$ cat config.mk
export PLATFORM = sky130hd
export DESIGN_NAME = rmq_fifo
export DESIGN_NICKNAME = d
export VERILOG_FILES = /design/src/hw/rtl/assert_macros.svh /design/src/hw/rtl/rmq_fifo.sv
export SDC_FILE = /design/constraint.sdc
export NUM_CORES = 1
export LEC_CHECK = 0
export BUFFER_PORTS_ARGS = -buffer_cell sky130_fd_sc_hd__buf_4
export CORE_MARGIN = 5
export CORE_UTILIZATION = 55
export DETAILED_ROUTE_END_ITERATION = 10
export MAX_ROUTING_LAYER = met4
export PLACE_DENSITY = 0.77
export RECOVER_POWER = 25
export SYNTH_ARGS = -nofsm -noshare
export SYNTH_HDL_FRONTEND = slang
export SYNTH_SLANG_ARGS = --single-unit
$ cat constraint.sdc
create_clock -name i_clk -period 2.6 [get_ports i_clk]
set_input_delay 0.26 -clock i_clk [delete_from_list [all_inputs] [get_ports i_clk]]
set_output_delay 0.26 -clock i_clk [all_outputs]
set_load 0.005 [all_outputs]
$ cat src/hw/rtl/assert_macros.svh
// ----------------------------------------------------------------------------
// assertion macros
// concurrent assertion wrappers, compiled out when ASSERT_OFF is defined
// ----------------------------------------------------------------------------
`ifndef ASSERT_MACROS_SVH
`define ASSERT_MACROS_SVH
`ifndef ASSERT_OFF
// checked only while reset is released
`define ASSERT_RST(label, clk, rst_n, prop, msg) \
    label: assert property (@(posedge clk) disable iff (!rst_n) prop) else $error(msg);
// checked at every edge, reset included
`define ASSERT_ALWAYS(label, clk, prop, msg) \
    label: assert property (@(posedge clk) prop) else $error(msg);
`else
`define ASSERT_RST(label, clk, rst_n, prop, msg)
`define ASSERT_ALWAYS(label, clk, prop, msg)
`endif
`endif

$ cat src/hw/rtl/rmq_fifo.sv
// ----------------------------------------------------------------------------
// rmq_fifo
// small register queue between the front and the back
// ----------------------------------------------------------------------------
module rmq_fifo #(
    parameter int WIDTH = 8,
    parameter int DEPTH = 4
) (
    input  logic             i_clk,
    input  logic             i_rst_n,
    input  logic             i_valid,
    output logic             o_ready,
    input  logic [WIDTH-1:0] i_data,
    output logic             o_valid,
    input  logic             i_ready,
    output logic [WIDTH-1:0] o_data
);
    localparam int AW = (DEPTH > 1) ? $clog2(DEPTH) : 1;
    localparam int CW = $clog2(DEPTH + 1);

    logic [WIDTH-1:0] r_mem [DEPTH];
    logic [AW-1:0]    r_wr;
    logic [AW-1:0]    r_rd;
    logic [CW-1:0]    r_cnt;
    logic [CW-1:0]    n_cnt;
    logic             push;
    logic             pop;

    assign o_ready = (r_cnt != CW'(DEPTH));
    assign o_valid = (r_cnt != '0);
    assign o_data  = r_mem[r_rd];
    assign push    = i_valid && o_ready;
    assign pop     = o_valid && i_ready;

    always_comb begin
        case ({push, pop})
            2'b10:   n_cnt = r_cnt + 1'b1;
            2'b01:   n_cnt = r_cnt - 1'b1;
            default: n_cnt = r_cnt;
        endcase
    end

    always_ff @(posedge i_clk) begin
        if (!i_rst_n) begin
            r_wr  <= '0;
            r_rd  <= '0;
            r_cnt <= '0;
        end else begin
            r_cnt <= n_cnt;
            if (push) begin
                r_wr <= (r_wr == AW'(DEPTH-1)) ? '0 : r_wr + 1'b1;
            end
            if (pop) begin
                r_rd <= (r_rd == AW'(DEPTH-1)) ? '0 : r_rd + 1'b1;
            end
        end
    end

    always_ff @(posedge i_clk) begin
        if (push) begin
            r_mem[r_wr] <= i_data;
        end
    end

endmodule

==> impl_metrics.py <==
metrics = {
    "die": {
        "die-area_um2": 4200,
        "die_h_um": 64.8,
        "dieWidth_um": 64.8,
        "core_um2": 2980,
        "initial_core_util": 0.555,
        "num_rows": 20,
        "io_pins": 22,
    },
    "sta": {
        "setup_violations": 0,
        "period_minus_slack_ns": 2.47,
        "hold_viol": 0,
        "clock_skew_ns": 0.00899,
        "rsz0062_at_grt": "false",
        "worst_slack_ns": 0.128,
        "fin_tns_setup_ns": 0,
        "hold_slack_ns": 0.124,
        "timing.final.max_slew_violations": 0,
        "relSlewSlack": 0.627,
        "finalCritPeriodShare": 0.951,
        "fmax_mhz": 404,
        "tightestPinTransition_ns": 0.559,
    },
    "synth": {
        "synth_top_area_cell": "edfxtp_1",
        "ys_warn_count": 0,
        "syn_nets": 117,
        "syn_area_um2": 1650,
        "ys_seq_area_frac": 0.690,
        "syn_inst": 98,
        "avgSynthCellArea_um2": 16.9,
        "ys_ff_latch": 41,
        "yosysUniqueCellTypes": 27,
        "synth.area.top_cells": "edfxtp_1 (58%), dfxtp_1 (11%), mux4_2 (11%)",
        "yosysTopAreaCellShare": 0.581,
    },
    "global_routing": {
        "grtUsageTotal": 0.142,
        "antenna_found_initial": 0,
        "grt_pass1_wl_mm": 4.17,
        "grt_pass1_vias": 879,
        "overflow": 0,
        "grt_max_degree": 13,
    },
    "pwr": {
        "p_leak_nw": 0.680,
        "power_mw": 1.73,
        "peakVddDrop_uv": 512,
        "p_per_area_nw_per_um2": 917,
    },
    "setup_path": {
        "worstPathRequired_ns": 2.88,
        "crit_top_cell": "inv_1",
        "critPathArrivalTime_ns": 2.75,
        "critPathTopFamily": "simple AND/OR/NAND/NOR gates",
        "max_stage_delay_ns": 0.46,
        "critPathKind": "flip-flop to flip-flop",
        "cpMaxStageDelayCell": "or3b_1",
        "worstPathCellList": "or3b_1 > and2_4 > inv_1 > ha_1 > inv_1 > fa_1 > xor2_1 > or3_2 > a21boi_1",
        "worstSetupEndpointType": "flip-flop",
        "path_max_fanout": 7,
        "crit_path_start_kind": "flip-flop",
        "critPathBufInv": 2,
    },
    "run": {
        "maxCapViolCount": 0,
    },
    "final_layout": {
        "multi_input_area_um2": 463,
        "area_growth_syn_to_layout_pct": 13.8,
        "final-seq-area_um2": 1140,
        "final_nets": 141,
        "fin_cells": 156,
        "fin_util": 0.632,
        "antenna_cells": 0,
        "layout-drive-gt1-share": 0.285,
        "num-fill-cells": 216,
        "fin_area_um2": 1880,
    },
    "placed_design": {
        "hpwl_mm": 1.73,
        "place_congestion": 0.758,
        "dp_cells": 148,
        "placed_area_um2": 1830,
        "io_buffers": 21,
        "pre_cts_ws_ns": 0.151,
    },
    "routing": {
        "num_vias": 852,
        "drt-total-wl_mm": 2.55,
        "antenna_left": 0,
        "wire_per_inst_um": 16.4,
        "drt-initial-drc-count": 43,
        "drt-pass1-iter-count": 4,
        "viasPerCell": 5.46,
        "drcViolationCount": 0,
    },
    "clock_network": {
        "clk_latency_ns": 0.34,
        "clk_pin_slew_ns": 0.12,
        "clock-root-buffer": "clkbuf_4",
        "post-cts-setup-buffers": 0,
        "cts_tree": "built",
        "cts_hold_buf": 0,
        "cts_resized": 0,
        "h-tree-depth": 2,
        "cts_buffers": 5,
        "cts_sinks": 41,
        "clockBufferDepth": 2,
    },
    "run_status": {
        "status": "complete, no violations",
    },
    "min_path": {
        "hold_class": "input pin to flip-flop",
    },
}
-- cell families after synthesis --
| logic type | count (synthesis) | synth area share |
|---|---|---|
| fa+ha+maj | 7 | 0.0575 |
| xor+xnor | 2 | 0.0106 |
| compound gates | 7 | 0.0242 |
| mux | 9 | 0.115 |
| buf+inv | 11 | 0.0303 |
| flops | 41 | 0.690 |
| simple gates | 21 | 0.0726 |
-- area by class of cell --
cell class              count  share of cell area
flip-flops and latches     41               0.606
multi-input cells          46               0.246
repair buffers             21              0.0718
clock buffers               6              0.0219
well taps                  33              0.0219
clock inverters             2              0.0180
inverters                   7              0.0140
-- state kept, by name (all words and copies together) (netlist names), named ones only --
register,count
r_cnt,3
r_mem,32
r_rd,2
r_wr,2
-- synth_stat cells, drive strengths merged --
library cell   n
nand2          6
nor2           2
mux4           8
nand4          1
inv            7
fa             1
o21ai          5
and3           4
ha             6
buf            3
dfxtp          9
xnor2          1
edfxtp        32
nand3          2
clkbuf         1
xor2           1
or3            2
or3b           1
mux2i          1
o31ai          1
and2           3
a21boi         1
-- worst paths after layout --
path                            slack [ns]                  start  cells past startpoint                    end
worst max register to register        0.13  r_cnt[2]$_SDFFE_PN0P_                      9  r_cnt[2]$_SDFFE_PN0P_
worst min-delay path                  0.12              i_data[0]                      1  r_mem[2][0]$_DFFE_PP_
worst min register to register        0.52   r_wr[1]$_SDFFE_PN0P_                      2   r_wr[1]$_SDFFE_PN0P_
worst max-delay path                  0.13  r_cnt[2]$_SDFFE_PN0P_                      9  r_cnt[2]$_SDFFE_PN0P_
-- routing by layer --
| layer | vias up | global-route usage | routed length, um |
|---|---|---|---|
| li1 | 417 | - | - |
| met1 | 411 | 0.174 | 1220 |
| met2 | 19 | 0.218 | 1180 |
| met3 | 5 | 0.0537 | 117 |
| met4 | 0 | 0.0475 | 38 |
| met5 | - | - | 0 |
-- cell usage in the layout, fill, tap and decap left out, drive strengths merged --
| cell type | n |
|---|---|
| a21boi | 1 |
| nand4 | 1 |
| mux4 | 8 |
| clkinv | 1 |
| xor2 | 1 |
| inv | 7 |
| nand3 | 2 |
| dfxtp | 9 |
| and3 | 4 |
| or3 | 2 |
| bufinv | 1 |
| o31ai | 1 |
| xnor2 | 1 |
| nor2 | 2 |
| mux2i | 1 |
| buf | 15 |
| nand2 | 6 |
| and2 | 3 |
| edfxtp | 32 |
| ha | 6 |
| or3b | 1 |
| o21ai | 5 |
| fa | 1 |
| clkbuf | 12 |
-- where the power goes --
part           switching, mW  leakage [nW]  total (mW)  internal [mW]
logic                  0.183         0.272       0.448          0.265
registers             0.0809         0.367       0.881          0.800
clock network          0.197        0.0399       0.397          0.200
No activity file was read; power rests on OpenSTA's default activity.
