===== src/hw/rtl/assert_macros.svh =====
// ----------------------------------------------------------------------------
// assertion macros
// concurrent assertion wrappers, compiled out when ASSERT_OFF is defined
// ----------------------------------------------------------------------------
`ifndef ASSERT_MACROS_SVH
`define ASSERT_MACROS_SVH
`ifndef ASSERT_OFF
// checked only while reset is released
`define ASSERT_RST(label, clk, rst_n, prop, msg) \
    label: assert property (@(posedge clk) disable iff (!rst_n) prop) else $error(msg);
// checked at every edge, reset included
`define ASSERT_ALWAYS(label, clk, prop, msg) \
    label: assert property (@(posedge clk) prop) else $error(msg);
`else
`define ASSERT_RST(label, clk, rst_n, prop, msg)
`define ASSERT_ALWAYS(label, clk, prop, msg)
`endif
`endif


===== src/hw/rtl/rmq_pkg.sv =====
// ----------------------------------------------------------------------------
// rmq_pkg
// shared types and constants of the rotation matrix to quaternion converter
// ----------------------------------------------------------------------------
package rmq_pkg;

    localparam int MAG_W = 16;  // magnitude of one vector difference
    localparam int QW_W  = 15;  // scalar part width
    localparam int QB    = 17;  // quotient bits resolved by the divider
    localparam int LANES = 3;   // x, y, z

    localparam logic [QW_W-1:0]  QW_MAX    = 15'h7fff;
    localparam logic [MAG_W-1:0] Q_POS_SAT = 16'h7fff;
    localparam logic [MAG_W-1:0] Q_NEG_SAT = 16'h8000;

    // classified item: sign and magnitude per vector lane, plus usable flag
    typedef struct packed {
        logic                             pos;
        logic [LANES-1:0]                 neg;
        logic [LANES-1:0][MAG_W-1:0]      mag;
    } t_vec;

    // width of the positive radicand 1 + trace
    function automatic int rad_width(input int frac);
        rad_width = ((frac > 16) ? frac : 16) + 2;
    endfunction

endpackage


===== src/hw/rtl/rmq_front.sv =====
// ----------------------------------------------------------------------------
// rmq_front
// accepts a matrix, forms 1 + trace and the three vector differences
// ----------------------------------------------------------------------------
module rmq_front #(
    parameter int FRAC_BITS = 14
) (
    input  logic                                       i_clk,
    input  logic                                       i_rst_n,
    input  logic                                       i_valid,
    output logic                                       o_ready,
    input  logic [8:0][15:0]                           i_mat,
    output logic                                       o_valid,
    input  logic                                       i_ready,
    output rmq_pkg::t_vec                              o_vec,
    output logic [rmq_pkg::rad_width(FRAC_BITS)-1:0]   o_rad
);
    import rmq_pkg::*;

    localparam int SW = rad_width(FRAC_BITS) + 1;

    logic signed [SW-1:0] c_one;
    logic signed [SW-1:0] c_sum;
    logic signed [16:0]   c_d [LANES];
    t_vec                 n_vec;
    logic                 r_valid;
    t_vec                 r_vec;
    logic [SW-2:0]        r_rad;

    assign c_one = {{(SW-FRAC_BITS-1){1'b0}}, 1'b1, {FRAC_BITS{1'b0}}};
    assign c_sum = c_one + SW'($signed(i_mat[0])) + SW'($signed(i_mat[4]))
                 + SW'($signed(i_mat[8]));

    // x: m21 - m12, y: m02 - m20, z: m10 - m01
    assign c_d[0] = 17'($signed(i_mat[7])) - 17'($signed(i_mat[5]));
    assign c_d[1] = 17'($signed(i_mat[2])) - 17'($signed(i_mat[6]));
    assign c_d[2] = 17'($signed(i_mat[3])) - 17'($signed(i_mat[1]));

    always_comb begin
        n_vec.pos = !c_sum[SW-1] && (c_sum != '0);
        for (int l = 0; l < LANES; l++) begin
            n_vec.neg[l] = c_d[l][16];
            n_vec.mag[l] = c_d[l][16] ? 16'(-c_d[l]) : c_d[l][15:0];
        end
    end

    assign o_ready = !r_valid || i_ready;

    always_ff @(posedge i_clk) begin
        if (!i_rst_n) begin
            r_valid <= 1'b0;
        end else if (o_ready) begin
            r_valid <= i_valid;
        end
    end

    always_ff @(posedge i_clk) begin
        if (i_valid && o_ready) begin
            r_vec <= n_vec;
            r_rad <= c_sum[SW-2:0];
        end
    end

    assign o_valid = r_valid;
    assign o_vec   = r_vec;
    assign o_rad   = r_rad;

endmodule


===== config.mk =====
export PLATFORM = sky130hd
export DESIGN_NAME = rmq_front
export DESIGN_NICKNAME = d
export VERILOG_FILES = /design/src/hw/rtl/assert_macros.svh /design/src/hw/rtl/rmq_pkg.sv /design/src/hw/rtl/rmq_front.sv
export SDC_FILE = /design/constraint.sdc
export NUM_CORES = 1
export LEC_CHECK = 0
export BUFFER_PORTS_ARGS = -buffer_cell sky130_fd_sc_hd__buf_2
export CAP_MARGIN = 5
export CORE_MARGIN = 2
export CORE_UTILIZATION = 41
export DETAILED_ROUTE_END_ITERATION = 7
export GPL_TIMING_DRIVEN = 0
export PLACE_DENSITY = 0.7
export SLEW_MARGIN = 40
export SYNTH_ARGS = -nofsm -noshare
export SYNTH_HDL_FRONTEND = slang
export SYNTH_SLANG_ARGS = --single-unit

===== constraint.sdc =====
create_clock -name i_clk -period 11.6 [get_ports i_clk]
set_clock_uncertainty 0.2 [all_clocks]
set_input_delay 2.32 -clock i_clk [delete_from_list [all_inputs] [get_ports i_clk]]
set_output_delay 2.32 -clock i_clk [all_outputs]
set_load 0.02 [all_outputs]

==> impl_metrics.env, run 1 <==
export IMPL_cts_root_buffer="clkbuf_16"
export IMPL_ys_flop_type="edfxtp_1"
export IMPL_cp_top_family="compound AO/OA/AOI/OAI gates"
export IMPL_clkTransAtPathRegs_ns=0.06
export IMPL_outcome="finished, final reports clean"
export IMPL_maxCapViolations=0
export IMPL_crit_path_start="i_mat[2]"
export IMPL_start_util=0.414
export IMPL_cts_sinks=71
export IMPL_max_slew_worst_pin_slew_ns=0.737
export IMPL_yosysWarnings=0
export IMPL_finalNetCount=1324
export IMPL_post_cts_buffers=0
export IMPL_antenna_found_initial=0
export IMPL_final_max_slew_violation_count=0
export IMPL_netlist_area_sq_mm=0.00739
export IMPL_drive_gt1_frac=0.225
export IMPL_clock_path_buffers=2
export IMPL_fin_crit_sh=0.511
export IMPL_wirelength_microns=16400
export IMPL_hold_path_class="register to register"
export IMPL_cellLeakagePower_nw=4.36
export IMPL_synth_common_cells="inv_1, ha_1, edfxtp_1"
export IMPL_worst_setup_path_start_kind="input pin"
export IMPL_fin_total_pwr_mw=1.21
export IMPL_critPathMaxStageDelay_ns=0.55
export IMPL_yosysTopAreaCell="edfxtp_1"
export IMPL_reg2reg_from="o_valid"
export IMPL_crit_type="input pin to register"
export IMPL_syn2layout_area_growth_pct=23.0
export IMPL_crit_path_end_kind="register"
export IMPL_dieArea_sq_mm=0.0191
export IMPL_cts_tree="built"
export IMPL_ctsResizeCount=0
export IMPL_core_area_sq_mm=0.0178
export IMPL_setup_viol=0
export IMPL_synth_avg_cell_area_sq_um=8.78
export IMPL_cp_num_buf_inv=4
export IMPL_place_detailed_hpwl_microns=13700
export IMPL_holdBufCountCts=0
export IMPL_hold_start="o_valid"
export IMPL_peakVddDrop_v=0.0000803
export IMPL_slew_headroom=0.502
export IMPL_gp_congestion=0.858
export IMPL_htree_levels=3
export IMPL_syn_nets=1093
export IMPL_gr_total_overflow=0
export IMPL_row_count=49
export IMPL_synth_edff_count=70
export IMPL_power_density_mw_per_mm2=133
export IMPL_grt_max_degree=38
export IMPL_fmax_mhz=169
export IMPL_die_x_microns=138
export IMPL_die_h_microns=138
export IMPL_cts_inserted_buffers=9
export IMPL_ys_top_cells_by_area="edfxtp_1, ha_1, inv_1, xnor2_1, fa_1"
export IMPL_num_antenna_cells=0
export IMPL_cpMaxStageDelayCell="fa_1"
export IMPL_nFillCells=1702
export IMPL_worst_skew_pair_late_latency_ns=0.33
export IMPL_cp_max_fo=3
export IMPL_io_pin_count=220
export IMPL_wl_per_cell_microns=12.6
export IMPL_fin_crit_ns=5.92
export IMPL_io_buffer_count=219
export IMPL_grt_pass1_vias=6003
export IMPL_ys_seq_elements=71
export IMPL_path_cells="buf_2, inv_1, fa_1, inv_1, ha_1, ha_1, inv_1, fa_1, nor2b_1, o2111ai_1, and3_1, o21ai_0, a2111oi_0, nor3_1, a2111oi_0, a311oi_1, and2_1"
export IMPL_arrival_ns=5.81
export IMPL_finalSetupTns_ns=0
export IMPL_synth_most_common_cell="inv_1"
export IMPL_drc=0
export IMPL_netlist_area_leader_share=0.284
export IMPL_synth_cell_type_count=72
export IMPL_grt_pass1_wl_microns=27400
export IMPL_rsz0062_at_grt="no"
export IMPL_drt_iter0_markers=378
export IMPL_syn_inst=842
export IMPL_ant_nets=0
export IMPL_ys_seq_area_frac=0.287
export IMPL_cpMostUsedCell="inv_1"
export IMPL_track_usage=0.169
export IMPL_synthArstFlopShare=0
export IMPL_firstDrtPassIters=4
export IMPL_required_ns=11.48
export IMPL_vias=6538
export IMPL_hold_viol_final=0
export IMPL_viasPerCell=5.00
==> placed cells by master (no fill, tap or decap), drive strengths merged, types with 24 or more instances in the layout <==
cell type | Yosys | layout
edfxtp | 70 | 70
buf | 3 | 223
clkbuf | 13 | 24
ha | 83 | 83
xnor2 | 58 | 58
o21ai | 50 | 50
nand2 | 40 | 40
inv | 147 | 147
nor2 | 55 | 55
a21oi | 54 | 54
nor3 | 27 | 27
==> logic make-up (layout without fill, tap and decap cells) <==
logic type      after synthesis  in the layout  share of synthesized area
simple gates                210            210                      0.145
mux                           2              2                    0.00271
buf+inv                     164            400                     0.0853
fa+ha+maj                   103            103                      0.195
flops                        71             71                      0.287
compound gates              214            214                      0.193
xor+xnor                     78             78                     0.0924
==> tightest hold or removal path, delay by kind of cell, from the launching register on <==
family | cells | cell delay [ns]
simple gates | 1 | 0.10
compound gates | 1 | 0.09
flops | 1 | 0.31
==> power breakdown <==
group	leakage, nW	switching [mW]	total, mW	internal, mW
Sequential	0.686	0.0135	0.374	0.360
Clock	0.136	0.103	0.269	0.166
Combinational	3.53	0.335	0.564	0.229
Total	4.36	0.452	1.21	0.755
==> routing by layer <==
layer,track usage,part of all wire
met5,0,0
met4,0.0381,0.0099
met3,0.0277,0.049
met2,0.281,0.47
met1,0.233,0.48
==> flip-flops by register name, summed over array words and instances (netlist names) <==
signal   flops
o_valid      1
o_rad       18
o_vec       52
==> final timing paths <==
path	end	slack, ns	depth (start not counted)
setup / recovery	o_vec[51]	5.68	17
hold reg to reg	o_valid	0.35	2
hold / removal	o_valid	0.35	2
setup reg to reg	o_rad[5]	9.91	3
==> through the flow <==
step	utilization	worst slack, ns	std cells	cell area, sq um	hold slack (ns)
2_1_floorplan	-	5.83	842	7390	0.550
5_1_grt	0.510	5.28	1307	9090	0.421
3_5_place_dp	0.493	5.37	1291	8800	0.334
4_1_cts	0.509	5.71	1307	9090	0.347
3_3_place_gp	0.492	5.41	1290	8770	0.307
6_report	0.510	5.68	1307	9090	0.347
==> cell type report <==
| cell class | instances | area (sq um) | area share |
|---|---|---|---|
| multi-input cells | 607 | 4650 | 0.511 |
| flip-flops and latches | 71 | 2120 | 0.233 |
| repair buffers | 220 | 1120 | 0.123 |
| inverters | 148 | 556 | 0.0611 |
| well taps | 229 | 287 | 0.0315 |
| clock buffers | 11 | 233 | 0.0256 |
| plain buffers | 16 | 75.1 | 0.00826 |
| clock inverters | 5 | 58.8 | 0.00647 |
Note: power is estimated with default switching activity, not from simulation.
==> inputs of run 2 (changes only) <==
Settings changed: ABC_AREA set to 1, PLACE_DENSITY 0.7 to 0.71.
Clock period 11.6 ns to 5.2 ns, I/O delays scaled along.
==> run 2 against run 1 <==
Effect of this change:
- combinational power grew 140%
- non-clock buffer count fell by 10
- utilization increased by 0.33 points
- cell area grew 9.4%
- critical path type unchanged
- critical endpoint unchanged
==> impl_metrics.env, run 2 <==
export IMPL_row_count=51
export IMPL_place_detailed_hpwl_microns=16600
export IMPL_crit_path_start="i_mat[2]"
export IMPL_wl_per_cell_microns=11.3
export IMPL_setup_viol=0
export IMPL_grt_max_degree=20
export IMPL_hold_path_class="register to register"
export IMPL_dieArea_sq_mm=0.0208
export IMPL_cp_max_fo=3
export IMPL_synthArstFlopShare=0
export IMPL_post_cts_buffers=0
export IMPL_cts_sinks=71
export IMPL_cts_root_buffer="clkbuf_16"
export IMPL_wirelength_microns=19100
export IMPL_reg2reg_from="o_valid"
export IMPL_yosysWarnings=0
export IMPL_grt_pass1_wl_microns=30900
export IMPL_ant_nets=0
export IMPL_max_slew_worst_pin_slew_ns=0.381
export IMPL_synth_most_common_cell="nand2_1"
export IMPL_vias=7752
export IMPL_syn2layout_area_growth_pct=23.3
export IMPL_outcome="finished, final reports clean"
export IMPL_arrival_ns=3.92
export IMPL_rsz0062_at_grt="no"
export IMPL_hold_depth=2
export IMPL_cellLeakagePower_nw=5.77
export IMPL_final_max_slew_violation_count=0
export IMPL_synth_common_cells="nand2_1, inv_1, nor2_1"
export IMPL_ys_seq_area_frac=0.263
export IMPL_netlist_area_sq_mm=0.00807
export IMPL_syn_nets=1436
export IMPL_yosysTopAreaCell="edfxtp_1"
export IMPL_ys_flop_type="edfxtp_1"
export IMPL_syn_inst=1185
export IMPL_fin_util=0.513
export IMPL_layout_setup_ws_ns=1.18
export IMPL_power_density_mw_per_mm2=296
export IMPL_hold_start="o_valid"
export IMPL_htree_levels=3
export IMPL_fin_crit_ns=4.02
export IMPL_netlist_area_leader_share=0.261
export IMPL_clkTransAtPathRegs_ns=0.06
export IMPL_fmax_mhz=249
export IMPL_core_area_sq_mm=0.0194
export IMPL_ys_top_cells_by_area="edfxtp_1, nand2_1, inv_1, ha_1, fa_1"
export IMPL_track_usage=0.185
export IMPL_cts_tree="built"
export IMPL_antenna_found_initial=6
export IMPL_fin_crit_sh=0.772
export IMPL_gr_total_overflow=0
export IMPL_drc=0
export IMPL_ys_seq_elements=71
export IMPL_maxCapViolations=0
export IMPL_min_to="o_valid"
export IMPL_clock_path_buffers=2
export IMPL_synth_avg_cell_area_sq_um=6.81
export IMPL_rr_worst_depth=3
export IMPL_pre_cts_slack_ns=0.815
export IMPL_crit_type="input pin to register"
export IMPL_worst_skew_pair_late_latency_ns=0.33
export IMPL_die_h_microns=144
export IMPL_final_cell_mix="nand2_1, inv_1, buf_2"
export IMPL_cts_inserted_buffers=9
export IMPL_synth_cell_type_count=38
export IMPL_drt_iter0_markers=226
export IMPL_worst_setup_path_start_kind="input pin"
export IMPL_holdBufCountCts=0
export IMPL_slew_headroom=0.746
export IMPL_io_buffer_count=219
export IMPL_ctsResizeCount=0
export IMPL_required_ns=5.10
export IMPL_final_common_cell="nand2_1"
export IMPL_crit_path_end_kind="register"
export IMPL_start_util=0.416
export IMPL_io_pin_count=220
export IMPL_worstReg2RegEnd="o_vec[6]"
export IMPL_finalNetCount=1670
export IMPL_placed_area_sq_mm=0.00958
export IMPL_peakVddDrop_v=0.000150
export IMPL_die_x_microns=144
export IMPL_viasPerCell=4.58
export IMPL_design_area_sq_mm=0.00995
export IMPL_drive_gt1_frac=0.203
export IMPL_largest_reg_flops=52
export IMPL_synth_edff_count=70
export IMPL_grt_pass1_vias=7123
export IMPL_firstDrtPassIters=7
export IMPL_gp_congestion=0.926
export IMPL_hold_viol_final=0
export IMPL_ff2ff_setup_slack_ns=3.55
-- run 2: cell types whose count changed after synthesis, moves of 19 or more --
cell	previous run	this run
nand2b_1	21	0
o21ai_0	40	14
nor2_1	55	93
nand3_1	13	78
nand2_2	0	19
xnor2_1	58	14
nor3_1	27	2
inv_1	147	282
nand2_1	40	361
-- run 2: logic make-up (layout without fill, tap and decap cells) --
kind of cell | after synthesis | in the layout | share of synthesized area
flops | 71 | 71 | 0.263
fa+ha+maj | 103 | 103 | 0.178
compound gates | 74 | 74 | 0.0496
buf+inv | 291 | 530 | 0.137
xor+xnor | 43 | 43 | 0.0495
other cells | 0 | 4 | 0
simple gates | 603 | 603 | 0.322
-- run 2: area by class of cell --
cell class                 count  area (sq um)
timing repair buffer         223          1170
clock buffer                   9           225
fill                        1964          9450
buffer                         3          26.3
multi-input combinational    823          4850
sequential                    71          2120
inverter                     288          1080
tap                          265           332
antenna                        4          10.0
clock inverter                 7           135
-- run 2: power breakdown --
part / internal, mW / total, mW / leakage (nW) / switching (mW)
combinational: 0.494 / 1.36 / 4.92 / 0.863
clock: 0.514 / 0.759 / 0.171 / 0.245
sequential: 0.800 / 0.830 / 0.685 / 0.0295
-- run 2: through the flow --
step | hold WS (ns) | setup TNS (ns) | total power [mW] | std cells
after floorplan | 0.529 | 0 | 1.83 | 1185
after global placement | 0.299 | -112.82 | 2.17 | 1669
after detailed placement | 0.360 | 0 | 2.20 | 1673
after CTS | 0.365 | 0 | 2.97 | 1689
after global routing | 0.391 | 0 | 3.19 | 1690
final | 0.354 | 0 | 2.95 | 1693
-- run 2: layer usage --
metal	vias up	routed length, microns	GRT usage
li1	4140	-	-
met1	3355	8030	0.214
met2	220	9160	0.332
met3	33	1550	0.0460
met4	4	353	0.0639
met5	-	27	0
-- run 2: how the worst max path moves through the flow --
stage                endpoint  slack, ns  cells past startpoint
finish              o_vec[51]       1.18                     19
global route        o_vec[51]       0.94                     19
CTS                 o_vec[51]       1.18                     19
detailed placement  o_vec[51]       0.82                     19
global placement    o_vec[15]      -1.62                      3
floorplan            o_rad[0]      0.007                      2
-- run 2: critical path: stages --
cell and delay [ns]:
buf_2 0.08, inv_1 0.05, fa_1 0.54, inv_1 0.04, ha_1 0.27, ha_1 0.22
inv_1 0.07, fa_1 0.41, inv_1 0.10, nand3_1 0.06, nand2_1 0.12, nand2_1 0.07
nand2_1 0.15, xor2_1 0.22, nand3_1 0.10, nor2_1 0.11, nand3_1 0.12, nor2_1 0.11
nor2_1 0.04
